### src/kmfd_pkg.sv
// ----------------------------------------------------------------------------
// kmfd_pkg
// shared constants for the minmod central flux pipeline: default number
// formats, stencil and face counts, and the stage count of each section
// ----------------------------------------------------------------------------
package kmfd_pkg;

   // default working format, signed Q16.16
   localparam int DEF_FRAC_BITS = 16;
   localparam int DEF_WORD_BITS = 32;

   // width of every field on the ports
   localparam int FIELD_W = 32;

   // five-point stencil, two cell faces
   localparam int STENCIL_N  = 5;
   localparam int FACE_N     = 2;
   localparam int FACE_MINUS = 0;
   localparam int FACE_PLUS  = 1;

   // products per face: left flux, right flux, dissipation
   localparam int MUL_PER_FACE = 3;
   localparam int MUL_N        = MUL_PER_FACE * FACE_N;

   // register stages of each pipeline section
   localparam int RECON_STAGES = 5;
   localparam int QMUL_STAGES  = 5;
   localparam int COMB_STAGES  = 4;
   localparam int PIPE_STAGES  = RECON_STAGES + QMUL_STAGES + COMB_STAGES;

endpackage

### src/kmfd_qmul.sv
// ----------------------------------------------------------------------------
// kmfd_qmul
// pipelined fixed-point multiply: magnitudes split into halves, four
// partial products, rounding to nearest (ties away) and saturation
// ----------------------------------------------------------------------------
module kmfd_qmul #(
   parameter int FRAC_BITS = kmfd_pkg::DEF_FRAC_BITS,
   parameter int WORD_BITS = kmfd_pkg::DEF_WORD_BITS
) (
   input  logic                               clock,
   input  logic [kmfd_pkg::QMUL_STAGES-1:0]   en,
   input  logic signed [WORD_BITS-1:0]        x,
   input  logic signed [WORD_BITS-1:0]        y,
   input  logic                               clip_in,
   output logic signed [WORD_BITS-1:0]        prod,
   output logic                               clip_out
);

   localparam int W      = WORD_BITS;
   localparam int HALF_W = (W + 1) / 2;
   localparam int EXT_W  = 2 * HALF_W;
   localparam int PP_W   = 2 * HALF_W;
   localparam int MID_W  = PP_W + 1;
   localparam int FULL_W = 2 * EXT_W;

   localparam logic signed [W-1:0] WMAX    = {1'b0, {(W-1){1'b1}}};
   localparam logic signed [W-1:0] WMIN    = ~WMAX;
   localparam logic [FULL_W-1:0]   ROUND   = FULL_W'(1) << (FRAC_BITS - 1);
   localparam logic [FULL_W-1:0]   LIM_POS = FULL_W'({1'b0, {(W-1){1'b1}}});
   localparam logic [FULL_W-1:0]   LIM_NEG = LIM_POS + FULL_W'(1);

   // stage 1: magnitudes and product sign
   logic [EXT_W-1:0] a1_ff, b1_ff;
   logic [W-1:0]     ma, mb;
   logic             neg1_ff, clip1_ff;

   // stage 2: partial products
   logic [PP_W-1:0]  p00_ff, p01_ff, p10_ff, p11_ff;
   logic             neg2_ff, clip2_ff;

   // stage 3: middle sum and outer pair
   logic [MID_W-1:0]  mid3_ff;
   logic [FULL_W-1:0] hl3_ff;
   logic              neg3_ff, clip3_ff;

   // stage 4: full rounded product
   logic [FULL_W-1:0] full4_ff, full4_in;
   logic              neg4_ff, clip4_ff;

   // stage 5: scaled, signed and saturated
   logic [FULL_W-1:0]   q;
   logic                over;
   logic signed [W-1:0] prod5_ff, prod5_in;
   logic                clip5_ff;

   assign ma = x[W-1] ? W'(-x) : W'(x);
   assign mb = y[W-1] ? W'(-y) : W'(y);

   assign full4_in = hl3_ff + (FULL_W'(mid3_ff) << HALF_W) + ROUND;

   assign q    = full4_ff >> FRAC_BITS;
   assign over = neg4_ff ? (q > LIM_NEG) : (q > LIM_POS);

   always_comb begin
      if (over) begin
         prod5_in = neg4_ff ? WMIN : WMAX;
      end else if (neg4_ff) begin
         prod5_in = -W'(q);
      end else begin
         prod5_in = W'(q);
      end
   end

   always_ff @(posedge clock) begin
      if (en[0]) begin
         a1_ff    <= EXT_W'(ma);
         b1_ff    <= EXT_W'(mb);
         neg1_ff  <= x[W-1] ^ y[W-1];
         clip1_ff <= clip_in;
      end
      if (en[1]) begin
         p00_ff   <= PP_W'(a1_ff[HALF_W-1:0])     * PP_W'(b1_ff[HALF_W-1:0]);
         p01_ff   <= PP_W'(a1_ff[HALF_W-1:0])     * PP_W'(b1_ff[EXT_W-1:HALF_W]);
         p10_ff   <= PP_W'(a1_ff[EXT_W-1:HALF_W]) * PP_W'(b1_ff[HALF_W-1:0]);
         p11_ff   <= PP_W'(a1_ff[EXT_W-1:HALF_W]) * PP_W'(b1_ff[EXT_W-1:HALF_W]);
         neg2_ff  <= neg1_ff;
         clip2_ff <= clip1_ff;
      end
      if (en[2]) begin
         mid3_ff  <= MID_W'(p01_ff) + MID_W'(p10_ff);
         hl3_ff   <= {p11_ff, p00_ff};
         neg3_ff  <= neg2_ff;
         clip3_ff <= clip2_ff;
      end
      if (en[3]) begin
         full4_ff <= full4_in;
         neg4_ff  <= neg3_ff;
         clip4_ff <= clip3_ff;
      end
      if (en[4]) begin
         prod5_ff <= prod5_in;
         clip5_ff <= clip4_ff | over;
      end
   end

   assign prod     = prod5_ff;
   assign clip_out = clip5_ff;

endmodule

### config.mk
export PLATFORM = sky130hd
export DESIGN_NAME = kmfd_qmul
export DESIGN_NICKNAME = d
export VERILOG_FILES = /design/src/kmfd_pkg.sv /design/src/kmfd_qmul.sv
export SDC_FILE = /design/constraint.sdc
export NUM_CORES = 2
export LEC_CHECK = 0
export BUFFER_PORTS_ARGS = -buffer_cell sky130_fd_sc_hd__buf_4
export CORE_MARGIN = 1
export CORE_UTILIZATION = 60
export CTS_CLUSTER_DIAMETER = 150
export DETAILED_ROUTE_END_ITERATION = 8
export PLACE_DENSITY = 0.83
export SLEW_MARGIN = 25
export SYNTH_ARGS = -nofsm -noshare
export SYNTH_HDL_FRONTEND = slang
export SYNTH_SLANG_ARGS = --single-unit
### constraint.sdc
create_clock -name clock -period 8.6 [get_ports clock]
set_input_delay 0.86 -clock clock [delete_from_list [all_inputs] [get_ports clock]]
set_output_delay 0.86 -clock clock [all_outputs]
set_load 0.05 [all_outputs]
# [Word level (Yosys, flattened, before mapping)]
# Cells that the tools add are included.
[word_totals] in_bits=71 wordCells=41 output_inout_bits=33 ff_bits=394
[classes] magnitude_cmp=2 mux=6 bitwise_logic=2 add_sub_neg=6 n_mul=4
[op_table] operator="$mul A16 B16 Y32" count=4
[op_table] operator="$mux W32" count=3
[op_table] operator="$neg A32 Y32" count=3
[op_table] operator="$add A64 B16 Y64 const B" count=1
[op_table] operator="$add A64 B49 Y64" count=1
[op_table] operator="$mux W31" count=2
[op_table] operator="$gt A48 B31 Y1 const B" count=1
[op_table] operator="$gt A48 B32 Y1 const B" count=1
[op_table] operator="$add A32 B32 Y33" count=1
[op_table] operator="$mux W1" count=1
[op_table] operator="$or A1 B1 Y1" count=1
[op_table] operator="$xor A1 B1 Y1" count=1

# [Longest topological paths before layout]
[depth] depth_word=3 depth_mapped=24 ltp_nobuf=23

# [Worst setup path after synthesis]
# No wires, ideal clock.
[synth_timing] path_kind="register to register" from="register b1_ff[31]" to="register p01_ff[30] (data pin)" slack_ns=2.316 t_arrival_ns=5.998 synth_period_minus_slack_ns=6.284 stages_incl_launch_ff=22 setup_time_ns=0.285 required_time_ns=8.315 cell_sequence="edfxtp_1 > clkbuf_1 > nand2_1 > fa_1 > fa_1 > inv_1 > fa_1 > fa_1 > fa_1 > inv_1 > fa_1 > inv_1 > ha_1 > a21o_1 > a21o_1 > a221o_1 > a21oi_1 > o21ai_0 > a211oi_1 > o21ai_0 > nand4_1 > o311ai_0"
[synth_between] elab_chain_cells=1
[synth_lines] element="start: declaration" line_no="kmfd_qmul.sv:33" source="logic [EXT_W-1:0] a1_ff, b1_ff;"
[synth_lines] element="start signal: assignment" line_no="kmfd_qmul.sv:77" source="b1_ff <= EXT_W'(mb);"
[synth_lines] element="$mul A16 B16 Y32" line_no="kmfd_qmul.sv:83" source="p01_ff <= PP_W'(a1_ff[HALF_W-1:0]) * PP_W'(b1_ff[EXT_W-1:HALF_W]);"
[synth_lines] element="end signal: assignment" line_no="kmfd_qmul.sv:83"
[synth_lines] element="end: declaration" line_no="kmfd_qmul.sv:38" source="logic [PP_W-1:0] p00_ff, p01_ff, p10_ff, p11_ff;"
# No other way between the ends.
# A chain may end at the register's enable or synchronous reset.

# [Worst setup path after layout]
[layout_timing] from="register a1_ff[11]" to="register p00_ff[29] (data pin)"
[layout_between] elab_chain_cells=1
[layout_lines] element="start: declaration" line_no="kmfd_qmul.sv:33"
[layout_lines] element="start signal: assignment" line_no="kmfd_qmul.sv:76" source="a1_ff <= EXT_W'(ma);"
[layout_lines] element="$mul A16 B16 Y32" line_no="kmfd_qmul.sv:82" source="p00_ff <= PP_W'(a1_ff[HALF_W-1:0]) * PP_W'(b1_ff[HALF_W-1:0]);"
[layout_lines] element="end signal: assignment" line_no="kmfd_qmul.sv:82"
[layout_lines] element="end: declaration" line_no="kmfd_qmul.sv:38"
# No other way between the ends.

==> results.py <==
metrics = {
    "sta": {
        "hold_viol_final": 0,
        "max_freq_mhz": 132,
        "timing.final.crit_share": 0.883,
        "fin_skew_ns": 0.0244,
        "totalNegativeSetupSlack_ns": 0,
        "tightest_slew_ns": 1.11,
        "slew_headroom": 0.261,
        "setup-violations-final": 0,
        "slew_violations": 0,
        "period_minus_slack_ns": 7.60,
        "rsz0062_at_grt": "false",
    },
    "cts": {
        "insertion_delay_ns": 0.59,
        "cts_sinks": 348,
        "cts_root_buffer": "clkbuf_16",
        "htreeDepth": 2,
        "cts_resized": 0,
        "cts_tree": "yes",
        "cts_hold_buffers": 0,
        "postCtsSetupRepairBufs": 0,
        "clkTransAtPathRegs_ns": 0.06,
        "cts_made_buffers": 42,
        "cts_buffer_depth": 3,
    },
    "logic_synthesis": {
        "ys.flop_type": "edfxtp_1",
        "syn_area_mm2": 0.0499,
        "ys_warn_count": 0,
        "ys_ff_latch": 348,
        "ys_types": 67,
        "synth_seq_area_share": 0.209,
        "syn-num-nets": 6483,
        "postSynthAreaPerCell_um2": 9.68,
        "synth_cells": 5154,
        "synth-edff-count": 348,
        "synthArstFlopShare": 0,
    },
    "route": {
        "wl_per_cell_um": 19.6,
        "via_per_inst": 5.81,
        "drt_iter0_markers": 3047,
        "drt_pass1_iterations": 6,
        "antenna_left": 0,
        "wl_mm": 123,
        "via_count": 36400,
        "drc_errors": 0,
    },
    "setup_path": {
        "critPathMaxFanout": 18,
        "required_ns": 8.95,
        "startpoint": "a1_ff[11]$_DFFE_PP_",
        "cp-end-kind": "flop",
        "worstReg2RegStart": "a1_ff[11]$_DFFE_PP_",
        "cp-start-kind": "flop",
        "worstSetupPathType": "flop to flop",
        "cp.arrival_ns": 7.94,
    },
    "finish": {
        "final_nets": 6492,
        "regMostFlops": "hl3_ff",
        "synthToLayoutAreaGrowth_pct": 6.87,
        "top_regs": "hl3_ff (49), full4_ff (48), mid3_ff (33)",
        "final_layout_size_suffix_gt1_frac": 0.0556,
        "final_cell_mix": "inv_1 (943), fa_1 (777), nand2_1 (661), ha_1 (481), and2_1 (477)",
        "largest_reg_flops": 49,
        "fillCellCount": 6299,
        "layout_commonest_cell": "inv_1",
    },
    "die": {
        "die-area_mm2": 0.0843,
        "rows": 105,
        "io_pins": 104,
        "die_h_um": 290,
        "dieWidth_um": 290,
        "initial_core_util": 0.607,
        "core-area_mm2": 0.0822,
    },
    "hold_path": {
        "hold_class": "flop to flop",
        "hp-start": "p11_ff[27]$_DFFE_PP_",
    },
    "placement": {
        "dp_hpwl_mm": 96.4,
        "portBuffers": 103,
        "gp_congestion": 0.942,
    },
    "grt": {
        "antenna_found_initial": 5,
        "grt_pass1_vias": 37800,
        "grtUsageTotal": 0.297,
        "grt_pass1_wl_mm": 198,
        "grt_max_degree": 72,
        "grt-ovfl-total": 0,
    },
    "run_status": {
        "status": "completed",
    },
    "run": {
        "maxCapViolations": 0,
    },
}
area by class of cell:
cell class                 count  area, um^2  area share
sequential                   348       10500       0.196
clock inverter                31         360     0.00676
multi-input combinational   3634       35100       0.657
tap                         1070        1340      0.0251
inverter                     943        3540      0.0664
clock buffer                  46        1070      0.0200
timing repair buffer         194        1510      0.0284
antenna                        1        2.50   0.0000469
critical path, stage by stage (launching register included):
cell,delay [ns]
edfxtp_1,1.05
buf_4,0.38
nand2_1,0.11
fa_1,0.50
fa_1,0.55
inv_1,0.06
fa_1,0.55
fa_1,0.43
fa_1,0.51
inv_1,0.06
fa_1,0.49
inv_1,0.06
ha_1,0.37
nand4_1,0.21
or3_1,0.41
o31ai_1,0.46
o2111ai_1,0.25
a311oi_1,0.46
o21ai_0,0.12
a22oi_1,0.33
worst paths after layout:
| kind | to | slack (ns) | depth (start not counted) |
|---|---|---|---|
| max | p00_ff[29]$_DFFE_PP_ | 1.00 | 19 |
| min reg2reg | hl3_ff[59]$_DFFE_PP_ | 0.42 | 0 |
| min | hl3_ff[59]$_DFFE_PP_ | 0.42 | 0 |
| max reg2reg | p00_ff[29]$_DFFE_PP_ | 1.00 | 19 |
synthesized netlist by cell type (10+ instances only):
cell,number,share of area
a211oi_1,17,0.0026
a21o_1,111,0.017
a21oi_1,174,0.017
a31oi_1,26,0.0033
and2_1,477,0.060
and3_1,14,0.0018
clkbuf_1,228,0.017
edfxtp_1,348,0.21
fa_1,777,0.31
ha_1,481,0.12
inv_1,943,0.071
nand2_1,661,0.050
nand2b_1,31,0.0039
nand3_1,37,0.0037
nand4_1,24,0.0030
nor2_1,144,0.011
nor2b_1,29,0.0036
nor3_1,51,0.0051
nor4_1,11,0.0014
o21a_1,30,0.0045
o21ai_0,117,0.012
o21bai_1,15,0.0023
o31ai_1,23,0.0035
or2_2,11,0.0014
or3_1,19,0.0024
or4_1,10,0.0015
xnor2_1,174,0.031
xor2_1,47,0.0082
cells by family after synthesis:
group / after synthesis / share of synthesized area
xor+xnor: 221 / 0.0388
fa+ha+maj: 1258 / 0.432
buf+inv: 1172 / 0.0881
flops: 348 / 0.209
compound gates: 601 / 0.0770
mux: 5 / 0.00103
simple gates: 1549 / 0.153
per-stage QoR:
stage / hold WS (ns) / utilization / instance area [um^2] / instances / setup slack, ns
floorplan: 0.400 / - / 49900 / 5154 / 2.32
CTS: 0.420 / 0.648 / 53300 / 6262 / 1.22
global placement: 0.403 / 0.630 / 51800 / 6183 / 1.27
finish: 0.418 / 0.649 / 53300 / 6267 / 1.00
global route: 0.427 / 0.649 / 53300 / 6266 / 0.702
detailed placement: 0.405 / 0.630 / 51800 / 6185 / 1.23
metal layers:
| layer | global-route usage | vias to the layer above | wire length, um |
|---|---|---|---|
| met5 | 0 | - | 56 |
| met3 | 0.0664 | 363 | 12000 |
| li1 | - | 16300 | - |
| met1 | 0.391 | 18000 | 48500 |
| met2 | 0.480 | 1727 | 56900 |
| met4 | 0.120 | 8 | 5610 |
Power is left out: the tool's default activity adds up to more than one toggle a clock period on the data nets, which glitch-free logic cannot reach.
