$ cat config.mk
export PLATFORM = sky130hd
export DESIGN_NAME = kmfd_recon
export DESIGN_NICKNAME = d
export VERILOG_FILES = /design/src/kmfd_pkg.sv /design/src/kmfd_recon.sv
export SDC_FILE = /design/constraint.sdc
export NUM_CORES = 2
export LEC_CHECK = 0
export BUFFER_PORTS_ARGS = -buffer_cell sky130_fd_sc_hd__buf_2
export CORE_ASPECT_RATIO = 1.4
export CORE_MARGIN = 2
export CORE_UTILIZATION = 55
export DETAILED_ROUTE_END_ITERATION = 8
export HOLD_SLACK_MARGIN = 0.1
export MAX_ROUTING_LAYER = met4
export PLACE_DENSITY = 0.72
export SYNTH_ARGS = -nofsm -noshare
export SYNTH_HDL_FRONTEND = slang
export SYNTH_SLANG_ARGS = --single-unit
$ cat constraint.sdc
create_clock -name clock -period 8.3 [get_ports clock]
set_input_delay 1.66 -clock clock [delete_from_list [all_inputs] [get_ports clock]]
set_output_delay 1.66 -clock clock [all_outputs]
set_load 0.05 [all_outputs]
$ cat src/kmfd_pkg.sv
// ----------------------------------------------------------------------------
// kmfd_pkg
// shared constants for the minmod central flux pipeline: default number
// formats, stencil and face counts, and the stage count of each section
// ----------------------------------------------------------------------------
package kmfd_pkg;

   // default working format, signed Q16.16
   localparam int DEF_FRAC_BITS = 16;
   localparam int DEF_WORD_BITS = 32;

   // width of every field on the ports
   localparam int FIELD_W = 32;

   // five-point stencil, two cell faces
   localparam int STENCIL_N  = 5;
   localparam int FACE_N     = 2;
   localparam int FACE_MINUS = 0;
   localparam int FACE_PLUS  = 1;

   // products per face: left flux, right flux, dissipation
   localparam int MUL_PER_FACE = 3;
   localparam int MUL_N        = MUL_PER_FACE * FACE_N;

   // register stages of each pipeline section
   localparam int RECON_STAGES = 5;
   localparam int QMUL_STAGES  = 5;
   localparam int COMB_STAGES  = 4;
   localparam int PIPE_STAGES  = RECON_STAGES + QMUL_STAGES + COMB_STAGES;

endpackage

$ cat src/kmfd_recon.sv
// ----------------------------------------------------------------------------
// kmfd_recon
// input saturation, neighbor differences, minmod-limited half slopes and
// left/right face states; also the face speed and the concentration jump
// ----------------------------------------------------------------------------
module kmfd_recon #(
   parameter int WORD_BITS = kmfd_pkg::DEF_WORD_BITS
) (
   input  logic                                   clock,
   input  logic [kmfd_pkg::RECON_STAGES-1:0]      en,
   input  logic signed [kmfd_pkg::FIELD_W-1:0]    vel  [kmfd_pkg::STENCIL_N],
   input  logic signed [kmfd_pkg::FIELD_W-1:0]    conc [kmfd_pkg::STENCIL_N],
   output logic signed [WORD_BITS-1:0]            ul   [kmfd_pkg::FACE_N],
   output logic signed [WORD_BITS-1:0]            ur   [kmfd_pkg::FACE_N],
   output logic signed [WORD_BITS-1:0]            cl   [kmfd_pkg::FACE_N],
   output logic signed [WORD_BITS-1:0]            cr   [kmfd_pkg::FACE_N],
   output logic signed [WORD_BITS-1:0]            spd  [kmfd_pkg::FACE_N],
   output logic signed [WORD_BITS-1:0]            dcd  [kmfd_pkg::FACE_N],
   output logic                                   clip
);

   localparam int W  = WORD_BITS;
   localparam int XW = (W > kmfd_pkg::FIELD_W) ? W : kmfd_pkg::FIELD_W;
   localparam int SN = kmfd_pkg::STENCIL_N;
   localparam int FN = kmfd_pkg::FACE_N;

   localparam logic signed [W-1:0]  WMAX = {1'b0, {(W-1){1'b1}}};
   localparam logic signed [W-1:0]  WMIN = ~WMAX;
   localparam logic signed [XW-1:0] XMAX = XW'(WMAX);
   localparam logic signed [XW-1:0] XMIN = ~XMAX;

   typedef struct packed {
      logic                clip;
      logic signed [W-1:0] val;
   } sat_type;

   function automatic sat_type sat_in(input logic signed [XW-1:0] v);
      sat_type r;
      r.clip = (v > XMAX) || (v < XMIN);
      if (!r.clip) begin
         r.val = v[W-1:0];
      end else if (v[XW-1]) begin
         r.val = WMIN;
      end else begin
         r.val = WMAX;
      end
      return r;
   endfunction

   function automatic sat_type sat_sum(input logic signed [W:0] v);
      sat_type r;
      r.clip = (v[W] != v[W-1]);
      if (!r.clip) begin
         r.val = v[W-1:0];
      end else if (v[W]) begin
         r.val = WMIN;
      end else begin
         r.val = WMAX;
      end
      return r;
   endfunction

   // smaller magnitude when both slopes agree in sign, else zero
   function automatic logic signed [W-1:0] minmod(input logic signed [W-1:0] a,
                                                  input logic signed [W-1:0] b);
      logic a_pos, b_pos;
      a_pos = !a[W-1] && (a != '0);
      b_pos = !b[W-1] && (b != '0);
      if (a_pos && b_pos) begin
         return (a < b) ? a : b;
      end
      if (a[W-1] && b[W-1]) begin
         return (a > b) ? a : b;
      end
      return '0;
   endfunction

   // halve, ties away from zero
   function automatic logic signed [W-1:0] half_rnd(input logic signed [W-1:0] x);
      logic [W:0] xe;
      xe = {1'b0, x} + (W+1)'(1);
      if (x[W-1]) begin
         return x >>> 1;
      end
      return xe[W:1];
   endfunction

   // stage 1: inputs clipped into the word
   logic signed [W-1:0] u1_ff [SN], u1_in [SN];
   logic signed [W-1:0] c1_ff [SN], c1_in [SN];
   logic                clip1_ff, clip1_in;

   // stage 2: neighbor differences
   logic signed [W-1:0] du2_ff [SN-1], du2_in [SN-1];
   logic signed [W-1:0] dc2_ff [SN-1], dc2_in [SN-1];
   logic signed [W-1:0] u2_ff [1:3], c2_ff [1:3];
   logic                clip2_ff, clip2_in;

   // stage 3: half limited slopes of the inner cells
   logic signed [W-1:0] hu3_ff [1:3], hu3_in [1:3];
   logic signed [W-1:0] hc3_ff [1:3], hc3_in [1:3];
   logic signed [W-1:0] u3_ff [1:3], c3_ff [1:3];
   logic                clip3_ff;

   // stage 4: face states
   logic signed [W-1:0] ul4_ff [FN], ul4_in [FN];
   logic signed [W-1:0] ur4_ff [FN], ur4_in [FN];
   logic signed [W-1:0] cl4_ff [FN], cl4_in [FN];
   logic signed [W-1:0] cr4_ff [FN], cr4_in [FN];
   logic                clip4_ff, clip4_in;

   // stage 5: speed and concentration jump
   logic signed [W-1:0] ul5_ff [FN], ur5_ff [FN], cl5_ff [FN], cr5_ff [FN];
   logic signed [W-1:0] spd5_ff [FN], spd5_in [FN];
   logic signed [W-1:0] dcd5_ff [FN], dcd5_in [FN];
   logic                clip5_ff, clip5_in;

   always_comb begin
      sat_type su, sc;
      clip1_in = 1'b0;
      for (int i = 0; i < SN; i++) begin
         su = sat_in(XW'(vel[i]));
         sc = sat_in(XW'(conc[i]));
         u1_in[i] = su.val;
         c1_in[i] = sc.val;
         clip1_in = clip1_in | su.clip | sc.clip;
      end
   end

   always_comb begin
      sat_type su, sc;
      clip2_in = clip1_ff;
      for (int k = 0; k < SN-1; k++) begin
         su = sat_sum((W+1)'(u1_ff[k+1]) - (W+1)'(u1_ff[k]));
         sc = sat_sum((W+1)'(c1_ff[k+1]) - (W+1)'(c1_ff[k]));
         du2_in[k] = su.val;
         dc2_in[k] = sc.val;
         clip2_in  = clip2_in | su.clip | sc.clip;
      end
   end

   always_comb begin
      for (int j = 1; j <= 3; j++) begin
         hu3_in[j] = half_rnd(minmod(du2_ff[j-1], du2_ff[j]));
         hc3_in[j] = half_rnd(minmod(dc2_ff[j-1], dc2_ff[j]));
      end
   end

   // face f sits between cells 1+f and 2+f
   always_comb begin
      sat_type a, b, c, d;
      clip4_in = clip3_ff;
      for (int f = 0; f < FN; f++) begin
         a = sat_sum((W+1)'(u3_ff[1+f]) + (W+1)'(hu3_ff[1+f]));
         b = sat_sum((W+1)'(u3_ff[2+f]) - (W+1)'(hu3_ff[2+f]));
         c = sat_sum((W+1)'(c3_ff[1+f]) + (W+1)'(hc3_ff[1+f]));
         d = sat_sum((W+1)'(c3_ff[2+f]) - (W+1)'(hc3_ff[2+f]));
         ul4_in[f] = a.val;
         ur4_in[f] = b.val;
         cl4_in[f] = c.val;
         cr4_in[f] = d.val;
         clip4_in  = clip4_in | a.clip | b.clip | c.clip | d.clip;
      end
   end

   always_comb begin
      logic signed [W-1:0] ml, mr;
      logic                cl_l, cl_r;
      sat_type             dj;
      clip5_in = clip4_ff;
      for (int f = 0; f < FN; f++) begin
         // magnitude of the most negative word clips
         cl_l = (ul4_ff[f] == WMIN);
         cl_r = (ur4_ff[f] == WMIN);
         ml = cl_l ? WMAX : (ul4_ff[f][W-1] ? -ul4_ff[f] : ul4_ff[f]);
         mr = cl_r ? WMAX : (ur4_ff[f][W-1] ? -ur4_ff[f] : ur4_ff[f]);
         spd5_in[f] = (ml > mr) ? ml : mr;
         dj = sat_sum((W+1)'(cr4_ff[f]) - (W+1)'(cl4_ff[f]));
         dcd5_in[f] = dj.val;
         clip5_in = clip5_in | cl_l | cl_r | dj.clip;
      end
   end

   always_ff @(posedge clock) begin
      if (en[0]) begin
         u1_ff    <= u1_in;
         c1_ff    <= c1_in;
         clip1_ff <= clip1_in;
      end
      if (en[1]) begin
         du2_ff   <= du2_in;
         dc2_ff   <= dc2_in;
         for (int j = 1; j <= 3; j++) begin
            u2_ff[j] <= u1_ff[j];
            c2_ff[j] <= c1_ff[j];
         end
         clip2_ff <= clip2_in;
      end
      if (en[2]) begin
         hu3_ff   <= hu3_in;
         hc3_ff   <= hc3_in;
         u3_ff    <= u2_ff;
         c3_ff    <= c2_ff;
         clip3_ff <= clip2_ff;
      end
      if (en[3]) begin
         ul4_ff   <= ul4_in;
         ur4_ff   <= ur4_in;
         cl4_ff   <= cl4_in;
         cr4_ff   <= cr4_in;
         clip4_ff <= clip4_in;
      end
      if (en[4]) begin
         ul5_ff   <= ul4_ff;
         ur5_ff   <= ur4_ff;
         cl5_ff   <= cl4_ff;
         cr5_ff   <= cr4_ff;
         spd5_ff  <= spd5_in;
         dcd5_ff  <= dcd5_in;
         clip5_ff <= clip5_in;
      end
   end

   assign ul   = ul5_ff;
   assign ur   = ur5_ff;
   assign cl   = cl5_ff;
   assign cr   = cr5_ff;
   assign spd  = spd5_ff;
   assign dcd  = dcd5_ff;
   assign clip = clip5_ff;

endmodule

* Word-level counts from Yosys, hierarchy flattened
Index checks and enable logic that the tools add are counted.
** Word-level totals
- Bits in registers :: 1797
- Bits of input ports :: 326
- Output and inout bits :: 385
** Operators by class
- $add $sub $neg :: 28
- $lt $le $gt $ge :: 34
- Equality and inequality tests :: 22
- Muxes and demuxes :: 138
- Bitwise operators :: 31
- Reductions and logical operators :: 46
** Operator list (count)
- 32-bit two-way mux :: 114
- 32-bit by 32-bit subtractor with 33-bit output :: 14
- 32-bit greater-than comparator (second input constant) :: 10
- 32-bit less-than comparator (second input constant) :: 10
- 32-bit greater-than comparator :: 8
- 32-bit nonzero test :: 8
- 32-bit by 1-bit adder with 33-bit output (second input constant) :: 6
- 32-bit less-than comparator :: 6
- 32-bit by 32-bit adder with 33-bit output :: 4
- 32-bit == test (second input constant) :: 4
- 32-bit negation :: 4
- 1-bit bitwise OR :: 31
- 1-bit two-way mux :: 24
- 1-bit logical AND :: 20
- 1-bit inequality test :: 18
- 1-bit logical OR :: 10
- 1-bit logical NOT :: 8

* Longest topological paths before layout
- Word-level depth :: 11
- Gate-level depth with buffers :: 28
- Mapped depth without buffers :: 26

* Worst setup path after synthesis
Ideal clock, no wire load.
- Path type :: flip-flop to flip-flop
- Start point :: register ur4_ff[38] in the netlist's numbering
- End point :: register spd5_ff (netlist bit spd[54]) (data pin)
- Library setup time :: 0.260 ns
- Arrival time :: 6.138 ns
- Data required time :: 8.040 ns
- Slack :: 1.902 ns
- Stages on the path, launching flop included :: 26
- Clock period less this slack :: 6.398 ns
- Cells stage by stage :: edfxtp_1 -> or4_1 -> nor4_2 -> and2b_1 -> nand2b_1 -> or4_1 -> or4_1 -> nand2b_1 -> or3_1 -> clkbuf_1 -> o211a_1 -> ha_1 -> nor2b_1 -> o21a_1 -> o21a_1 -> o21a_1 -> o21a_1 -> o21a_1 -> o21a_1 -> o21ai_0 -> o211ai_1 -> nand2_1 -> a21oi_1 -> a311oi_1 -> clkbuf_1 -> mux2_2
** RTL lines
- start: declaration :: RTL line kmfd_recon.sv:107 : logic signed [W-1:0] ur4_ff [FN], ur4_in [FN];
- start signal: assignment :: RTL line kmfd_recon.sv:208 : ur4_ff <= ur4_in;
- end signal: assignment :: RTL line kmfd_recon.sv:218 : spd5_ff <= spd5_in;
- end: declaration :: RTL line kmfd_recon.sv:114 : logic signed [W-1:0] spd5_ff [FN], spd5_in [FN];

==> out/qor.log <==
INFO  worst_setup_path cpMaxStageDelayCell=or4_4
INFO  place          gp_congestion=1.084
INFO  synth          netlist.area_leader.share=51.08%
INFO  route          avgViaCountPerCell=6.171
INFO  route          drt_wl_total=357500um
INFO  synth          postSynthNetCount=10800
INFO  clocking       post_cts.repair.setup_buffers=0
INFO  floorplan      chipHeight=522.6um
INFO  worst_setup_path critPathMaxFanout=32
INFO  synth          synth-edff-count=1797
INFO  sta            finalCritPeriodShare=84.60%
INFO  layout         nNetsFinal=11220
INFO  clocking       cts_buffer_depth=4
INFO  clocking       clkSlewWorstSetupHoldPaths=0.06ns
INFO  sta            final.setup.tns=0ns
INFO  sta            fmaxAchievable=0.1424GHz
INFO  synth          synth.top_cells.by_area=edfxtp_1 (51%), ha_1 (10%), a21oi_1 (3.8%), xnor2_1 (3.3%), inv_1 (3.3%)
INFO  synth          synth_seq_area_share=51.08%
INFO  sta            final.hold.worst_slack=0.4167ns
INFO  sta            worst-slew-pin-transition=1.202ns
INFO  sta            final.min_clock_period=7.022ns
INFO  worst_setup_path worstPathArrival=7.59ns
INFO  place          dp_hpwl=286500um
INFO  floorplan      die_width=374.4um
INFO  sta            final_hold_violations=0
INFO  worst_setup_path cp-end-kind=flip-flop
INFO  power          cellPowerDensity=340.5nW/um2
INFO  synth          synth_cell_type_count=123
INFO  synth          synth_largest_area_cell=edfxtp_1
INFO  floorplan      dieArea=195600um2
INFO  floorplan      initial_utilization=55.27%
INFO  job            timing.max_cap.violations=0
INFO  grt            maximum_number_of_pins_on_one_net_before_global_route_repair=150
INFO  worst_setup_path cp-start-kind=flip-flop
INFO  floorplan      fp_rows=190
INFO  route          firstDrtPassIters=7
INFO  grt            grt_pass1_vias=75870
INFO  grt            global_route.overflow_total=0
INFO  grt            grt_usage=36.97%
INFO  synth          yosys_most_used_dff=edfxtp_1
INFO  place          io_buffers=710
INFO  sta            setup_viol=0
INFO  floorplan      floorplan.core_area=191100um2
INFO  route          antenna_left=0
INFO  floorplan      num_io_pins=711
INFO  clocking       cts-htree-levels=4
INFO  synth          proportion_of_register_bits_with_asynchronous_set_or_reset_after_synthesis=0%
INFO  clocking       clk_root_buffer_cell=clkbuf_16
INFO  clocking       ctsResizeCount=0
INFO  worst_setup_path worstSetupPathType=flip-flop to flip-flop
INFO  route          drt_first_iter_violations=7526
INFO  clocking       numCtsBuffers=183
INFO  synth          netlist_area=105600um2
INFO  layout         layout-area-overhead-vs-synth=10.75%
INFO  sta            worst_clock_skew=0.05683ns
INFO  power          max-vdd-ir-drop=0.0002347V
INFO  route          detail_route.drc_violations=0
INFO  route          routed-via-count=78340
INFO  synth          avgSynthCellArea=10.99um2
INFO  worst_setup_path required=8.87ns
INFO  grt            grt_first_pass_wirelength=509600um
INFO  clocking       cts_tree=built
INFO  min_path       worst_hold_path_type=flip-flop to flip-flop
INFO  layout         n_fill_cell=15610
INFO  synth          yosys_warnings=0
INFO  route          wl_per_cell=28.16um
INFO  synth          synth_seq_cells=1797
INFO  power          cellLeakagePower=0.04823uW
INFO  layout         post_route_cells_drive_above_1_share=12.54%
INFO  synth          synthesis.instances=9609
INFO  sta            max-slew-margin-rel=19.89%
INFO  clocking       cts_hold_repair.buffers=0
INFO  sta            unrepaired_setup_endpoints_after_global_routing=no
INFO  grt            initial_antenna_violation_count=73
INFO  sta            finalMaxSlewViolations=0
INFO  clocking       numClockSinks=1797
INFO  run_status     status=finished clean
INFO  clocking       clock_latency_at_the_later_pin_of_the_worst_skew_pair=0.87ns
INFO  worst_setup_path worst_path_largest_cell_delay=0.56ns
[routing by layer]
metal,vias up,part of all wire [%],global-route usage (%)
met5,-,0,-
li1,36060,-,-
met2,3550,48,59.95
met1,37720,36,41.75
met4,0,9.0,27.46
met3,1011,6.9,5.349
[cells in the final DEF (no fill, tap or decap), types with 183 or more instances in the layout]
| cell type | synthesis | layout |
|---|---|---|
| ha_1 | 842 | 842 |
| o21ai_0 | 437 | 436 |
| nand2_1 | 493 | 492 |
| a21oi_1 | 793 | 793 |
| nor2_1 | 456 | 451 |
| edfxtp_1 | 1797 | 1797 |
| xor2_1 | 297 | 297 |
| inv_1 | 915 | 915 |
| clkbuf_16 | 0 | 183 |
| a21o_1 | 317 | 317 |
| buf_2 | 33 | 705 |
| xnor2_1 | 394 | 394 |
[final timing paths]
path | slack [ns] | from | end | cells past startpoint
worst max-delay path | 1.28 | ur4_ff[2] | spd[16] | 26
worst min-delay path | 0.42 | c2_ff[8] | c3_ff[8] | 0
worst max register to register | 1.28 | ur4_ff[2] | spd[16] | 26
worst min register to register | 0.42 | c2_ff[8] | c3_ff[8] | 0
[sequential cells by signal, summed over array words and instances, names as in the netlist, 96 cells and up]
name    count
u2_ff      96
c3_ff      96
u3_ff      96
c1_ff     160
hu3_ff     96
c2_ff      96
u1_ff     160
dc2_ff    128
du2_ff    128
hc3_ff     96
[synth_stat cells (127+ instances only)]
library cell     n
o21a_1         127
nor3_1         165
a21o_1         317
nand2_1        493
inv_1          915
clkbuf_1       485
o21ai_0        437
nor2_1         456
ha_1           842
xor2_1         297
xnor2_1        394
nand3_1        135
edfxtp_1      1797
a21oi_1        793
[where the power goes]
part           total [uW]  switching (uW)  internal (uW)
registers           15200            2410          12800
logic               16200           10500           5680
clock network        8440            3560           4880
[logic make-up (layout without fill, tap and decap cells)]
kind of cell | after synthesis | after routing | synth area share [%]
AO/OA/AOI/OAI | 2523 | 2523 | 15.55
AND/OR/NAND/NOR | 2077 | 2077 | 10.09
flip-flops | 1797 | 1797 | 51.08
buffers and inverters | 1465 | 2017 | 5.306
adder cells (fa/ha/maj) | 967 | 967 | 11.33
XOR/XNOR | 692 | 692 | 5.744
multiplexers | 87 | 87 | 0.9037
other | 1 | 39 | 0.003550
[cell type report]
| type | count | area [um2] | share of cell area (%) |
|---|---|---|---|
| Tap cell | 2496 | 3123 | 2.669 |
| Timing Repair Buffer | 787 | 4282 | 3.659 |
| Antenna cell | 38 | 95.09 | 0.08127 |
| Multi-Input combinational cell | 6347 | 46140 | 39.44 |
| Clock inverter | 109 | 1297 | 1.109 |
| Inverter | 917 | 3442 | 2.942 |
| Sequential cell | 1797 | 53960 | 46.12 |
| Clock buffer | 204 | 4658 | 3.981 |
[per-stage QoR]
step / util (%) / area [um2] / total power, uW / std cells / worst slack, ns
CTS: 61.16 / 116900 / 39690 / 12660 / 1.260
global placement: 58.05 / 111000 / 30990 / 12340 / 1.168
global route: 61.21 / 117000 / 41650 / 12690 / 0.8417
floorplan: - / 105600 / 25350 / 9609 / 1.902
finish: 61.22 / 117000 / 39840 / 12700 / 1.278
detailed placement: 58.05 / 111000 / 31200 / 12340 / 1.269
[critical path: cells and delay by family, from the launching register on]
family,cells,cell delay [ns]
buffers and inverters,1,0.06
DFF,1,0.47
xor gates and xnor gates,1,0.20
adders and majority gates,1,0.28
and+or+nand+nor,16,4.18
muxes,1,0.52
AOI/OAI and AO/OA,6,1.06
No activity file was read; power rests on OpenSTA's default activity.
