### src/kmfd_pkg.sv
// ----------------------------------------------------------------------------
// kmfd_pkg
// shared constants for the minmod central flux pipeline: default number
// formats, stencil and face counts, and the stage count of each section
// ----------------------------------------------------------------------------
package kmfd_pkg;

   // default working format, signed Q16.16
   localparam int DEF_FRAC_BITS = 16;
   localparam int DEF_WORD_BITS = 32;

   // width of every field on the ports
   localparam int FIELD_W = 32;

   // five-point stencil, two cell faces
   localparam int STENCIL_N  = 5;
   localparam int FACE_N     = 2;
   localparam int FACE_MINUS = 0;
   localparam int FACE_PLUS  = 1;

   // products per face: left flux, right flux, dissipation
   localparam int MUL_PER_FACE = 3;
   localparam int MUL_N        = MUL_PER_FACE * FACE_N;

   // register stages of each pipeline section
   localparam int RECON_STAGES = 5;
   localparam int QMUL_STAGES  = 5;
   localparam int COMB_STAGES  = 4;
   localparam int PIPE_STAGES  = RECON_STAGES + QMUL_STAGES + COMB_STAGES;

endpackage

### src/kmfd_combine.sv
// ----------------------------------------------------------------------------
// kmfd_combine
// face fluxes from the products, difference across the cell and the
// output register with the final clip to the field range
// ----------------------------------------------------------------------------
module kmfd_combine #(
   parameter int WORD_BITS = kmfd_pkg::DEF_WORD_BITS
) (
   input  logic                                clock,
   input  logic [kmfd_pkg::COMB_STAGES-1:0]    en,
   input  logic signed [WORD_BITS-1:0]         fl   [kmfd_pkg::FACE_N],
   input  logic signed [WORD_BITS-1:0]         fr   [kmfd_pkg::FACE_N],
   input  logic signed [WORD_BITS-1:0]         diss [kmfd_pkg::FACE_N],
   input  logic [kmfd_pkg::MUL_N-1:0]          clip_in,
   output logic signed [kmfd_pkg::FIELD_W-1:0] axis_term,
   output logic                                saturated
);

   localparam int W  = WORD_BITS;
   localparam int FW = kmfd_pkg::FIELD_W;
   localparam int XW = (W > FW) ? W : FW;
   localparam int FN = kmfd_pkg::FACE_N;

   localparam logic signed [W-1:0]  WMAX = {1'b0, {(W-1){1'b1}}};
   localparam logic signed [W-1:0]  WMIN = ~WMAX;
   localparam logic signed [XW-1:0] FMAX = XW'({1'b0, {(FW-1){1'b1}}});
   localparam logic signed [XW-1:0] FMIN = ~FMAX;

   typedef struct packed {
      logic                clip;
      logic signed [W-1:0] val;
   } sat_type;

   function automatic sat_type sat_sum(input logic signed [W:0] v);
      sat_type r;
      r.clip = (v[W] != v[W-1]);
      if (!r.clip) begin
         r.val = v[W-1:0];
      end else if (v[W]) begin
         r.val = WMIN;
      end else begin
         r.val = WMAX;
      end
      return r;
   endfunction

   // halve, ties away from zero
   function automatic logic signed [W-1:0] half_rnd(input logic signed [W-1:0] x);
      logic [W:0] xe;
      xe = {1'b0, x} + (W+1)'(1);
      if (x[W-1]) begin
         return x >>> 1;
      end
      return xe[W:1];
   endfunction

   // stage 1: fL + fR
   logic signed [W-1:0] s1_ff [FN], s1_in [FN];
   logic signed [W-1:0] dis1_ff [FN];
   logic                clip1_ff, clip1_in;

   // stage 2: minus dissipation
   logic signed [W-1:0] t2_ff [FN], t2_in [FN];
   logic                clip2_ff, clip2_in;

   // stage 3: face flux
   logic signed [W-1:0] h3_ff [FN];
   logic                clip3_ff;

   // stage 4: output register
   sat_type              rs;
   logic signed [XW-1:0] rx;
   logic                 fclip;
   logic signed [FW-1:0] term_ff, term_in;
   logic                 sat_ff;

   always_comb begin
      sat_type a;
      clip1_in = |clip_in;
      for (int f = 0; f < FN; f++) begin
         a = sat_sum((W+1)'(fl[f]) + (W+1)'(fr[f]));
         s1_in[f] = a.val;
         clip1_in = clip1_in | a.clip;
      end
   end

   always_comb begin
      sat_type a;
      clip2_in = clip1_ff;
      for (int f = 0; f < FN; f++) begin
         a = sat_sum((W+1)'(s1_ff[f]) - (W+1)'(dis1_ff[f]));
         t2_in[f] = a.val;
         clip2_in = clip2_in | a.clip;
      end
   end

   // H_minus - H_plus, then into the field range
   assign rs = sat_sum((W+1)'(h3_ff[kmfd_pkg::FACE_MINUS])
                       - (W+1)'(h3_ff[kmfd_pkg::FACE_PLUS]));
   assign rx    = XW'(rs.val);
   assign fclip = (rx > FMAX) || (rx < FMIN);

   always_comb begin
      if (!fclip) begin
         term_in = rx[FW-1:0];
      end else if (rx[XW-1]) begin
         term_in = FMIN[FW-1:0];
      end else begin
         term_in = FMAX[FW-1:0];
      end
   end

   always_ff @(posedge clock) begin
      if (en[0]) begin
         s1_ff    <= s1_in;
         dis1_ff  <= diss;
         clip1_ff <= clip1_in;
      end
      if (en[1]) begin
         t2_ff    <= t2_in;
         clip2_ff <= clip2_in;
      end
      if (en[2]) begin
         for (int f = 0; f < FN; f++) begin
            h3_ff[f] <= half_rnd(t2_ff[f]);
         end
         clip3_ff <= clip2_ff;
      end
      if (en[3]) begin
         term_ff <= term_in;
         sat_ff  <= clip3_ff | rs.clip | fclip;
      end
   end

   assign axis_term = term_ff;
   assign saturated = sat_ff;

endmodule

### config.mk
export PLATFORM = sky130hd
export DESIGN_NAME = kmfd_combine
export DESIGN_NICKNAME = d
export VERILOG_FILES = /design/src/kmfd_pkg.sv /design/src/kmfd_combine.sv
export SDC_FILE = /design/constraint.sdc
export NUM_CORES = 1
export LEC_CHECK = 0
export BUFFER_PORTS_ARGS = -buffer_cell sky130_fd_sc_hd__buf_2
export CAP_MARGIN = 25
export CORE_ASPECT_RATIO = 0.8
export CORE_MARGIN = 4
export CORE_UTILIZATION = 64
export DETAILED_ROUTE_END_ITERATION = 6
export PLACE_DENSITY = 0.95
export SYNTH_ARGS = -nofsm -noshare
export SYNTH_HDL_FRONTEND = slang
export SYNTH_SLANG_ARGS = --single-unit
### constraint.sdc
create_clock -name clock -period 11.74 [get_ports clock]
set_input_delay 0 -clock clock [delete_from_list [all_inputs] [get_ports clock]]
set_output_delay 0 -clock clock [all_outputs]
set_load 0.01 [all_outputs]
Yosys cells after proc, flatten, opt, wreduce, memory -nomap -nowiden
Memories as Yosys holds them, arrays and structs flattened.
Index checks and enable logic that the tools add are counted.
{"block": "totals", "ramBits": 64, "input_bits": 203, "wordCells": 58, "n_memories": 1, "output_inout_bits": 33, "ff_bits": 228}
{"memory": "h3_ff", "depth": 2, "width": 32, "read_ports": 2, "rd_ports_with_merged_regs": 0, "wr": 2, "line": "kmfd_combine.sv:67", "text": "logic signed [W-1:0] h3_ff [FN];"}
{"block": "classes", "n_eq_ne": 5, "mux": 24, "bitwise": 6, "add_sub_neg": 7, "n_reduce_logical": 2, "n_lt_le_gt_ge": 2}
{"cell": "$mux 32", "count": 18}
{"cell": "$sub 32x32->33", "count": 3}
{"cell": "$add 32x1->33 const B", "count": 2}
{"cell": "$add 32x32->33", "count": 2}
{"cell": "$gt 32x32->1 const B", "count": 1}
{"cell": "$lt 32x32->1 const B", "count": 1}
{"cell": "$mux 1", "count": 6}
{"cell": "$or 1x1->1", "count": 6}
{"cell": "$reduce_or 6->1", "count": 1}
{"cell": "$ne 1x1->1", "count": 5}
{"cell": "$logic_or 1x1->1", "count": 1}

Longest topological paths before layout
Gate-level depths: netlist (run 1).
{"block": "depth", "depth_word": 6, "depth_mapped": 17, "ltp_nobuf": 15}

Worst setup path after synthesis (run 1)
Ideal clock, no wire load.
{"block": "synth_path", "path_kind": "register -> register", "startpoint": "memory h3_ff[0][33] (netlist name)", "endpoint": "register term_ff[22], in the netlist axis_term[22] (data pin)", "t_arrival_ns": 3.829, "required_time_ns": 11.602, "path_buffers": 1, "synth_period_minus_slack_ns": 3.967, "path_slack_ns": 7.773, "stages_incl_launch_ff": 16, "setup_time_ns": 0.138, "path_cell_list": "edfxtp_1 inv_1 ha_1 nor2b_1 o21ai_0 a21boi_0 o311ai_0 a21oi_1 o21ai_0 and3b_1 nor4_1 or3_1 ha_1 clkbuf_1 or4b_2 nand4_1"}
{"item": "start, declared", "line": "kmfd_combine.sv:67"}
{"item": "end signal, assigned", "line": "kmfd_combine.sv:130", "text": "term_ff <= term_in;"}
{"item": "end, declared", "line": "kmfd_combine.sv:74", "text": "logic signed [FW-1:0] term_ff, term_in;"}

==> results of run 1 <==
worst max-delay path, delay by kind of cell, from the launching register on:
kind,cells,cell delay [ns]
adders and majority gates,2,1.14
and+or+nand+nor,5,1.72
AOI/OAI and AO/OA,6,2.21
DFF,1,0.42
buffers and inverters,1,0.08
what timing repair did:
item / 4_1_cts / 5_1_grt
setup buffers: 0 / 0
hold buffers: 70 / 0
endpoints found under the hold margin: 112 / 0
flip-flops by register name, summed over array words and instances, names as in the netlist:
register / flops
axis_term: 32
clip1_ff: 1
clip2_ff: 1
clip3_ff: 1
dis1_ff: 64
h3_ff: 64
s1_ff: 64
saturated: 1
t2_ff: 64
layer usage:
layer,part of all wire,wire length [um],up-vias,GRT usage
met3,0.078,4110,140,0.0414
met1,0.42,22000,7857,0.410
met4,0.031,1620,2,0.0809
met2,0.47,24700,914,0.494
li1,-,-,7922,-
met5,0.00038,20,-,0
area by class of cell:
cell class,count,area share
repair buffers,313,0.0840
inverters,143,0.0232
clock inverters,16,0.00896
clock buffers,35,0.0341
well taps,413,0.0223
flip-flops and latches,292,0.378
multi-input cells,1471,0.449
through the flow:
stage	power, mW	setup WS (ns)	hold WS, ns	std cells	area (um2)
CTS	4.52	6.20	0.0156	2682	23200
global route	4.82	5.51	0.0409	2683	23200
global placement	3.42	6.64	0.177	2561	21500
floorplan	2.99	7.77	0.0989	1955	19900
detailed placement	3.51	6.32	0.178	2561	21500
finish	4.57	5.95	0.0141	2683	23200
synthesized netlist by cell type, types with 8 or more instances:
cell type  number  area [um2]
a31oi_1        19         119
or2_2           9        56.3
nor2b_1        22         138
and2_1         11        68.8
nand2b_1       36         225
a21oi_1       178         891
o31a_1          8        70.1
nand3_1        47         235
nor2_1         90         338
a21o_1         80         601
o21bai_1       13        97.6
nor3_1         32         160
clkbuf_1       32         120
edfxtp_1      292        8770
and3_1         31         194
o31ai_1        26         195
ha_1          164        2050
xor2_1         67         587
xnor2_1       107         937
o21a_1         34         255
buf_2          14        70.1
inv_1         143         537
a211oi_1       20         150
o21ai_0       150         751
nand4_1        29         181
and4_1          9        78.8
nand2_1       113         424
o211ai_1       13        97.6
nand3b_1       10        75.1
a211o_1        10        87.6
placed cells by master (no fill, tap or decap), drive strengths merged, types with 35 or more instances in the layout:
| cell type | instances |
|---|---|
| dlygate4sd3 | 70 |
| nor2 | 91 |
| nand2b | 36 |
| o21ai | 154 |
| a21oi | 181 |
| nand2 | 114 |
| xnor2 | 107 |
| edfxtp | 292 |
| nand3 | 47 |
| ha | 164 |
| inv | 143 |
| buf | 243 |
| a21o | 80 |
| clkbuf | 35 |
| xor2 | 67 |
power by group:
| part | switching, mW | internal [mW] | leakage, nW |
|---|---|---|---|
| Sequential | 0.146 | 1.56 | 2.86 |
| Combinational | 1.13 | 0.761 | 6.50 |
| Clock | 0.395 | 0.586 | 0.481 |
cells by family (layout without fill, tap and decap cells):
group                    after synthesis  in the layout  share of synthesized area
buffers and inverters                192            507                     0.0376
XOR/XNOR                             174            174                     0.0765
AND/OR/NAND/NOR                      480            480                      0.125
multiplexers                          11             11                    0.00597
adder cells (fa/ha/maj)              173            173                      0.110
AO/OA/AOI/OAI                        633            633                      0.204
flip-flops                           292            292                      0.440
how the worst max path moves through the flow:
stage	startpoint	endpoint	slack (ns)	cells after the start
floorplan	h3_ff[0][33]	axis_term[22]	7.77	15
global placement	h3_ff[0][33]	axis_term[4]	6.64	14
detailed placement	h3_ff[0][1]	axis_term[23]	6.32	13
CTS	h3_ff[0][1]	axis_term[13]	6.20	13
global route	h3_ff[0][33]	axis_term[23]	5.51	14
finish	h3_ff[0][33]	axis_term[3]	5.95	14
==> run_results.csv, run 1 <==
group,metric,value,unit
final_layout,fin_nets,2623,
critical_path,cpPeakStageDelay,0.93,ns
critical_path,reg2reg_slack,5.95,ns
critical_path,endpoint_kind,"register",
global_routing,grt.overflow.total,0,
floorplanning,die-area,0.0340,mm2
floorplanning,die_h,166,um
cts,clk_pin_slew,0.06,ns
logic_synthesis,syn_area,0.0199,mm2
sta,max_freq,173,MHz
critical_path,startpoint_type,"register",
final_layout,diodes,0,
placement,gp_congestion,0.908,
critical_path,timing.rr.end,"axis_term[3]",
critical_path,crit_required,12.08,ns
logic_synthesis,ys_types,84,
floorplanning,die_x,205,um
final_layout,multi_input_area,0.0104,mm2
critical_path,cpMaxStageDelayCell,"ha_1",
placement,port_buffers,235,
floorplanning,core,0.0305,mm2
hold_path,min-delay-start,"en[3]",
sta,finalMaxSlewViolations,0,
drt,drc,1,
logic_synthesis,synth_edf_count,292,
final_layout,drive_gt1_frac,0.144,
pwr,p_leak,9.83,nW
logic_synthesis,synth_flop_cell,"edfxtp_1",
critical_path,worstSetupPathType,"reg -> reg",
final_layout,seq_area,0.00877,mm2
floorplanning,pin_count,236,
sta,slew_headroom,0.318,
logic_synthesis,syn_inst,1955,
global_routing,antenna_found_initial,1,
global_routing,grt_max_degree,84,
critical_path,critPathMaxFanout,40,
final_layout,final_util,0.759,
placement,place_hpwl,38400,um
floorplanning,rows,57,
cts,cts_root_buffer,"clkbuf_16",
logic_synthesis,syn_area_per_cell,10.2,um2
drt,vias_per_cell,6.27,
logic_synthesis,ys_ff_latch,292,
global_routing,grt_pass1_wl,83000,um
pwr,irDropWorstVdd,123,uV
logic_synthesis,syn-num-nets,2327,
final_layout,area_growth,16.4,%
cts,cts_tree,"yes",
drt,wl_per_cell,19.6,um
sta,finalCritPeriodShare,0.493,
global_routing,grt_usage,0.296,
hold_path,hold-path-endpoint,"axis_term[0]",
flow_run,cap_violations,0,
sta,finalHoldViolCount,0,
critical_path,worst_ep_arrival_time,6.13,ns
cts,clkLatencyLatePin,0.56,ns
sta,rsz0062_at_grt,"false",
logic_synthesis,synth_warnings,0,
run_status,violations,"DRC",
drt,ant_nets,0,
logic_synthesis,synthArstFlopShare,0,
cts,clock-sinks,292,
drt,vias,16800,
sta,fin_tns_setup,0,ns
logic_synthesis,ys_seq_area_frac,0.440,
hold_path,hold_depth,1,
cts,ctsResizeCount,0,
drt,first_iter_violations,1858,
sta,finalSetupViolations,0,
hold_path,hold_class,"in -> reg",
sta,fin_crit,5.79,ns
global_routing,grt_pass1_vias,16100,
cts,clockBufferDepth,3,
sta,skew,0.0179,ns
sta,tightest_slew,1.02,ns
cts,htree_levels,1,
cts,numCtsBuffers,30,
run_status,status,"finished with violations",
drt,wirelength,52500,um
drt,first_pass_iters,7,
critical_path,rr_startpoint,"h3_ff[0][33]",
critical_path,worstPathCellList,"inv_1 > ha_1 > nor2b_1 > o21ai_0 > a21boi_0 > o311ai_0 > a21oi_1 > o21ai_0 > and3b_1 > nor4_1 > or3_1 > ha_1 > nand3_1 > o31ai_1",
pwr,power_density,197,mW/mm2
critical_path,rr_worst_depth,14,
final_layout,fillers,2036,
floorplanning,start_util,0.652,
Note: power is estimated with default switching activity, not from simulation.
==> run 2, diff against run 1 <==
ABC_AREA = 1   (was unset)
CORE_UTILIZATION = 55   (was 64)
PLACE_DENSITY = 0.87   (was 0.95)
clock period = 4.73 ns   (was 11.74 ns; I/O delays follow)
==> run 2 against run 1 <==
Net effect:
- the run now ends clean
- clock power grew 150%
- worst setup slack got worse by 5.2 ns
- area after synthesis up 13%
- critical path depth up 2
- global-route usage decreased by 3.1 points
- critical path type unchanged
- largest cell class unchanged
==> run_results.csv, run 2 <==
group,metric,value,unit
final_layout,final_cell_mix,"976 x nand2_1, 398 x inv_1, 292 x edfxtp_1",
logic_synthesis,ys_seq_area_frac,0.389,
sta,finalMaxSlewViolations,0,
drt,ant_nets,0,
drt,first_pass_iters,6,
floorplanning,die-area,0.0443,mm2
drt,met1_length,26400,um
sta,rsz0062_at_grt,"false",
sta,fin_hold_ws,0.0445,ns
logic_synthesis,ys_ff_latch,292,
critical_path,cpPeakStageDelay,0.63,ns
critical_path,critPathMaxFanout,19,
logic_synthesis,syn_inst,2941,
critical_path,crit_family,"adder cells",
logic_synthesis,synth_edf_count,292,
cts,postCtsSetupBuffers,0,
floorplanning,die_h,189,um
pwr,p_leak,12.8,nW
cts,cts_tree,"yes",
placement,port_buffers,235,
drt,wirelength,59000,um
drt,top_layer,"met5",
placement,dpl_worst_slack,0.880,ns
cts,clkLatencyLatePin,0.60,ns
critical_path,crit_required,5.19,ns
logic_synthesis,syn_area_per_cell,7.67,um2
drt,route.met3.wl,3790,um
sta,finalHoldViolCount,0,
logic_synthesis,synth_warnings,0,
cts,clk_pin_slew,0.06,ns
sta,slew_headroom,0.359,
critical_path,worstSetupPathType,"reg -> reg",
pwr,power_density,471,mW/mm2
logic_synthesis,ys_top_cells_by_count,"976 x nand2_1, 398 x inv_1, 292 x edfxtp_1, 231 x nor2_1, 189 x a21oi_1",
global_routing,grt_max_degree,77,
final_layout,final_util,0.639,
floorplanning,die_x,234,um
cts,cts_root_buffer,"clkbuf_16",
hold_path,hold_class,"in -> reg",
drt,wl_met2,26900,um
final_layout,layout_commonest_cell,"nand2_1",
logic_synthesis,syn-num-nets,3313,
critical_path,worst_ep_arrival_time,4.49,ns
logic_synthesis,synth.most_common_cell,"nand2_1",
sta,skew,0.0200,ns
placement,place_hpwl,47500,um
logic_synthesis,yosysTopAreaCellShare,0.389,
global_routing,antenna_found_initial,5,
cts,clock-sinks,292,
flow_run,cap_violations,0,
final_layout,fin_nets,3626,
drt,vias,20200,
logic_synthesis,synth_flop_cell,"edfxtp_1",
sta,finalSetupViolations,0,
cts,clockBufferDepth,3,
sta,fin_crit,4.03,ns
logic_synthesis,synth_top_area_cell,"edfxtp_1",
cts,postCtsHoldBufs,72,
critical_path,endpoint_kind,"register",
logic_synthesis,synthArstFlopShare,0,
sta,max_freq,248,MHz
logic_synthesis,syn_area,0.0226,mm2
critical_path,cpMaxStageDelayCell,"ha_1",
logic_synthesis,ys_top_cells_by_area,"edfxtp_1 39%, nand2_1 16%, ha_1 9.1%",
floorplanning,start_util,0.556,
sta,setup_slack,0.705,ns
drt,drc,0,
drt,wl_per_cell,15.4,um
final_layout,area_growth,14.9,%
final_layout,drive_gt1_frac,0.127,
cts,htree_levels,1,
run_status,status,"complete, no violations",
critical_path,startpoint_type,"register",
drt,vias_per_cell,5.28,
global_routing,grt_usage,0.265,
floorplanning,core,0.0405,mm2
floorplanning,pin_count,236,
cts,ctsResizeCount,0,
cts,numCtsBuffers,31,
global_routing,grt_pass1_vias,19600,
floorplanning,rows,66,
critical_path,crit_buf_inv,4,
logic_synthesis,ys_types,47,
global_routing,grt.overflow.total,0,
placement,gp_congestion,0.976,
sta,tightest_slew,0.961,ns
final_layout,fillers,3446,
sta,fin_tns_setup,0,ns
pwr,fin_total_pwr,12.2,mW
pwr,irDropWorstVdd,312,uV
global_routing,grt_pass1_wl,95900,um
sta,finalCritPeriodShare,0.851,
critical_path,worstPathCellList,"ha_1 > a21oi_1 > nand2_1 > inv_1 > o21ai_0 > nand3_1 > nand3_1 > a21oi_1 > inv_1 > nand2_1 > nand2_1 > ha_1 > clkinv_1 > nand3_1 > nand2_2 > inv_2",
drt,first_iter_violations,1760,
## run 2: cell count changes after synthesis, moves of 36 or more
cell	delta
a21o_1	-71
nand3_1	+91
nor2_1	+141
inv_1	+255
o21ai_0	-72
nand2_1	+863
xnor2_1	-66
nand2_2	+44
nand2b_1	-36
## run 2: power by group
group	total [mW]	internal [mW]	switching [mW]
Sequential	4.24	3.87	0.370
Clock	2.41	1.37	1.04
Combinational	5.56	1.93	3.63
## run 2: final timing paths
path / startpoint / to / slack, ns / cells past startpoint
max: h3_ff[0][2] / axis_term[3] / 0.70 / 16
min: fr[62] / s1_ff[62] / 0.04 / 5
max reg2reg: h3_ff[0][2] / axis_term[3] / 0.70 / 16
min reg2reg: clip2_ff / clip3_ff / 0.41 / 0
## run 2: cells by family after synthesis
group                    Yosys count  share of synthesized area
AO/OA/AOI/OAI                    373                     0.0963
XOR/XNOR                         138                     0.0536
adder cells (fa/ha/maj)          169                     0.0954
buffers and inverters            444                     0.0800
flip-flops                       292                      0.389
AND/OR/NAND/NOR                 1525                      0.286
## run 2: through the flow
| stage | instance area (um2) | std cells |
|---|---|---|
| 3_3_place_gp | 24200 | 3693 |
| 4_1_cts | 25900 | 3821 |
| 6_report | 25900 | 3822 |
| 2_1_floorplan | 22600 | 2941 |
| 3_5_place_dp | 24200 | 3693 |
| 5_1_grt | 25900 | 3822 |
## run 2: final cells by class
class	count	area (um2)	area share
Sequential cell	292	8770	0.338
Multi-Input combinational cell	2205	12000	0.462
Clock buffer	34	787	0.0304
Antenna cell	1	2.50	0.0000965
Inverter	413	1550	0.0598
Timing Repair Buffer	311	1930	0.0744
Clock inverter	22	223	0.00859
Tap cell	544	681	0.0263
## run 2: worst register-to-register path, stage by stage (launching register included)
cell and delay [ns]:
edfxtp_1 0.37, ha_1 0.38, a21oi_1 0.22, nand2_1 0.14
inv_1 0.10, o21ai_0 0.19, nand3_1 0.17, nand3_1 0.13
a21oi_1 0.29, inv_1 0.10, nand2_1 0.07, nand2_1 0.05
ha_1 0.63, clkinv_1 0.62, nand3_1 0.31, nand2_2 0.08
inv_2 0.05
## run 2: per-layer routing
layer / global-route usage / up-vias
li1: - / 10300
met1: 0.367 / 9058
met2: 0.434 / 742
met3: 0.0331 / 130
met4: 0.0865 / 8
met5: 0 / -
==> run 3, diff against run 2 <==
CORE_UTILIZATION = 61   (was 55)
PLACE_DENSITY = 0.82   (was 0.87)
clock period = 3.9 ns   (was 4.73 ns; I/O delays follow)
==> run 3 against run 2 <==
Net effect:
- the flow now finishes with violations (DRC)
- design area down 0.20%
- sequential share of layout area up 0.069 points
- final cell count down 1.5%
- via count up 3.0%
- combinational power up 26%
- clock skew down 0.0034 ns
- critical path type unchanged
- highest routed layer is now met4
==> run_results.csv, run 3 (synthesis results as in run 2) <==
group,metric,value,unit
sta,slew_headroom,0.351,
drt,drc,1,
final_layout,fillers,2842,
floorplanning,rows,62,
pwr,swShare,0.421,
cts,htree_levels,1,
floorplanning,die_h,180,um
pwr,power_density,582,mW/mm2
critical_path,rr_startpoint,"h3_ff[0][2]",
sta,fin_crit,3.71,ns
pwr,fin_total_pwr,15.1,mW
run_status,violations,"DRC",
drt,vias_per_cell,5.53,
placement,place_hpwl,52000,um
final_layout,area_growth,14.7,%
floorplanning,die_x,223,um
pwr,comb_power_share,0.463,
final_layout,seq_area,0.00877,mm2
hold_path,hold_class,"in -> reg",
floorplanning,start_util,0.623,
sta,rsz0062_at_grt,"false",
floorplanning,pin_count,236,
critical_path,cpMaxStageDelayCell,"o21ai_0",
cts,cts_tree,"yes",
pwr,switching_power,6.34,mW
floorplanning,die-area,0.0401,mm2
sta,skew,0.0167,ns
cts,numCtsBuffers,31,
final_layout,multi_input_area,0.0120,mm2
critical_path,worst_ep_arrival_time,4.05,ns
drt,wirelength,65000,um
cts,cts_root_buffer,"clkbuf_16",
run_status,status,"finished with violations",
cts,clkLatencyLatePin,0.59,ns
sta,finalSetupViolations,0,
sta,finalCritPeriodShare,0.951,
pwr,sequentialPowerShare,0.343,
global_routing,grt_pass1_vias,20300,
drt,wl_per_cell,17.3,um
sta,tightest_slew,0.966,ns
critical_path,crit_required,4.24,ns
pwr,clkPwrFrac,0.194,
critical_path,worstSetupPathType,"reg -> reg",
sta,fin_hold_ws,0.0157,ns
critical_path,critPathMaxFanout,19,
pwr,p_leak,12.8,nW
pwr,p_int,8.72,mW
critical_path,cpMostUsedCell,"nand2_1",
global_routing,antenna_found_initial,1,
final_layout,fin_nets,3631,
critical_path,endpoint_kind,"register",
pwr,irDropWorstVdd,446,uV
sta,finalHoldViolCount,0,
critical_path,startpoint_type,"register",
final_layout,layout_commonest_cell,"nand2_1",
global_routing,grt_pass1_wl,103000,um
sta,max_freq,270,MHz
placement,port_buffers,235,
drt,first_iter_violations,1990,
flow_run,cap_violations,0,
hold_path,min-delay-start,"en[3]",
floorplanning,core,0.0362,mm2
drt,first_pass_iters,7,
critical_path,worstSetupStartpoint,"h3_ff[0][2]",
sta,fin_tns_setup,0,ns
cts,clk_pin_slew,0.06,ns
cts,clockBufferDepth,3,
global_routing,grt_usage,0.312,
critical_path,cpPeakStageDelay,0.61,ns
final_layout,drive_gt1_frac,0.128,
global_routing,grt_max_degree,66,
cts,clock-sinks,292,
drt,vias,20800,
critical_path,worstPathCellList,"ha_1 > a21oi_1 > nand2_1 > inv_1 > o21ai_0 > nand3_1 > nand3_1 > a21oi_1 > nand2_1 > nand2_1 > ha_1 > clkinvlp_4 > nand2_1 > nand2_1",
sta,finalMaxSlewViolations,0,
final_layout,final_util,0.714,
drt,ant_nets,0,
final_layout,final_cell_mix,"976 x nand2_1, 398 x inv_1, 292 x edfxtp_1",
placement,gp_congestion,0.975,
global_routing,grt.overflow.total,0,
## run 3: through the flow
step	instance area, um2	worst slack, ns	std cells
finish	25900	0.190	3765
global route	25900	0.0788	3765
CTS	25900	0.146	3764
detailed placement	24100	0.156	3633
global placement	24100	0.372	3633
floorplan	22600	0.874	2941
## run 3: cell type report
class	count	share of cell area
Sequential cell	292	0.339
Tap cell	480	0.0232
Clock inverter	22	0.00769
Inverter	413	0.0601
Multi-Input combinational cell	2205	0.463
Clock buffer	36	0.0307
Timing Repair Buffer	316	0.0761
Antenna cell	1	0.0000967
## run 3: critical path: cells and delay by family (launching register included)
kind	cells	cell delay (ns)
buffers and inverters	2	0.48
adder cells (fa/ha/maj)	2	0.82
AO/OA/AOI/OAI	3	0.83
AND/OR/NAND/NOR	7	0.96
flip-flops	1	0.37
## run 3: path summary, 6_finish.rpt
path / end / slack (ns) / cells past startpoint
worst max-delay path: axis_term[30] / 0.19 / 14
worst max register to register: axis_term[30] / 0.19 / 14
worst min register to register: clip3_ff / 0.48 / 0
worst min-delay path: axis_term[2] / 0.02 / 1
## run 3: power by group through the flow
stage	sequential [mW]	combinational (mW)	clock, mW
3_3_place_gp	5.15	6.55	0
2_1_floorplan	5.17	4.85	0
4_1_cts	5.15	6.83	2.92
3_5_place_dp	5.20	6.71	0
6_report	5.16	6.98	2.92
5_1_grt	5.23	7.77	3.07
## run 3: repair_timing
item / CTS / global route
setup buffers: 0 / 0
resized for setup: 0 / 1
hold endpoints to repair: 132 / 0
endpoints found under the setup margin: 0 / 19
hold buffers: 73 / 0
## run 3: per-layer routing
| metal | routed length (um) | part of all wire | track usage |
|---|---|---|---|
| met1 | 26900 | 0.41 | 0.401 |
| met2 | 30900 | 0.47 | 0.542 |
| met3 | 4460 | 0.069 | 0.0364 |
| met4 | 2810 | 0.043 | 0.119 |
| met5 | 0 | 0 | 0 |
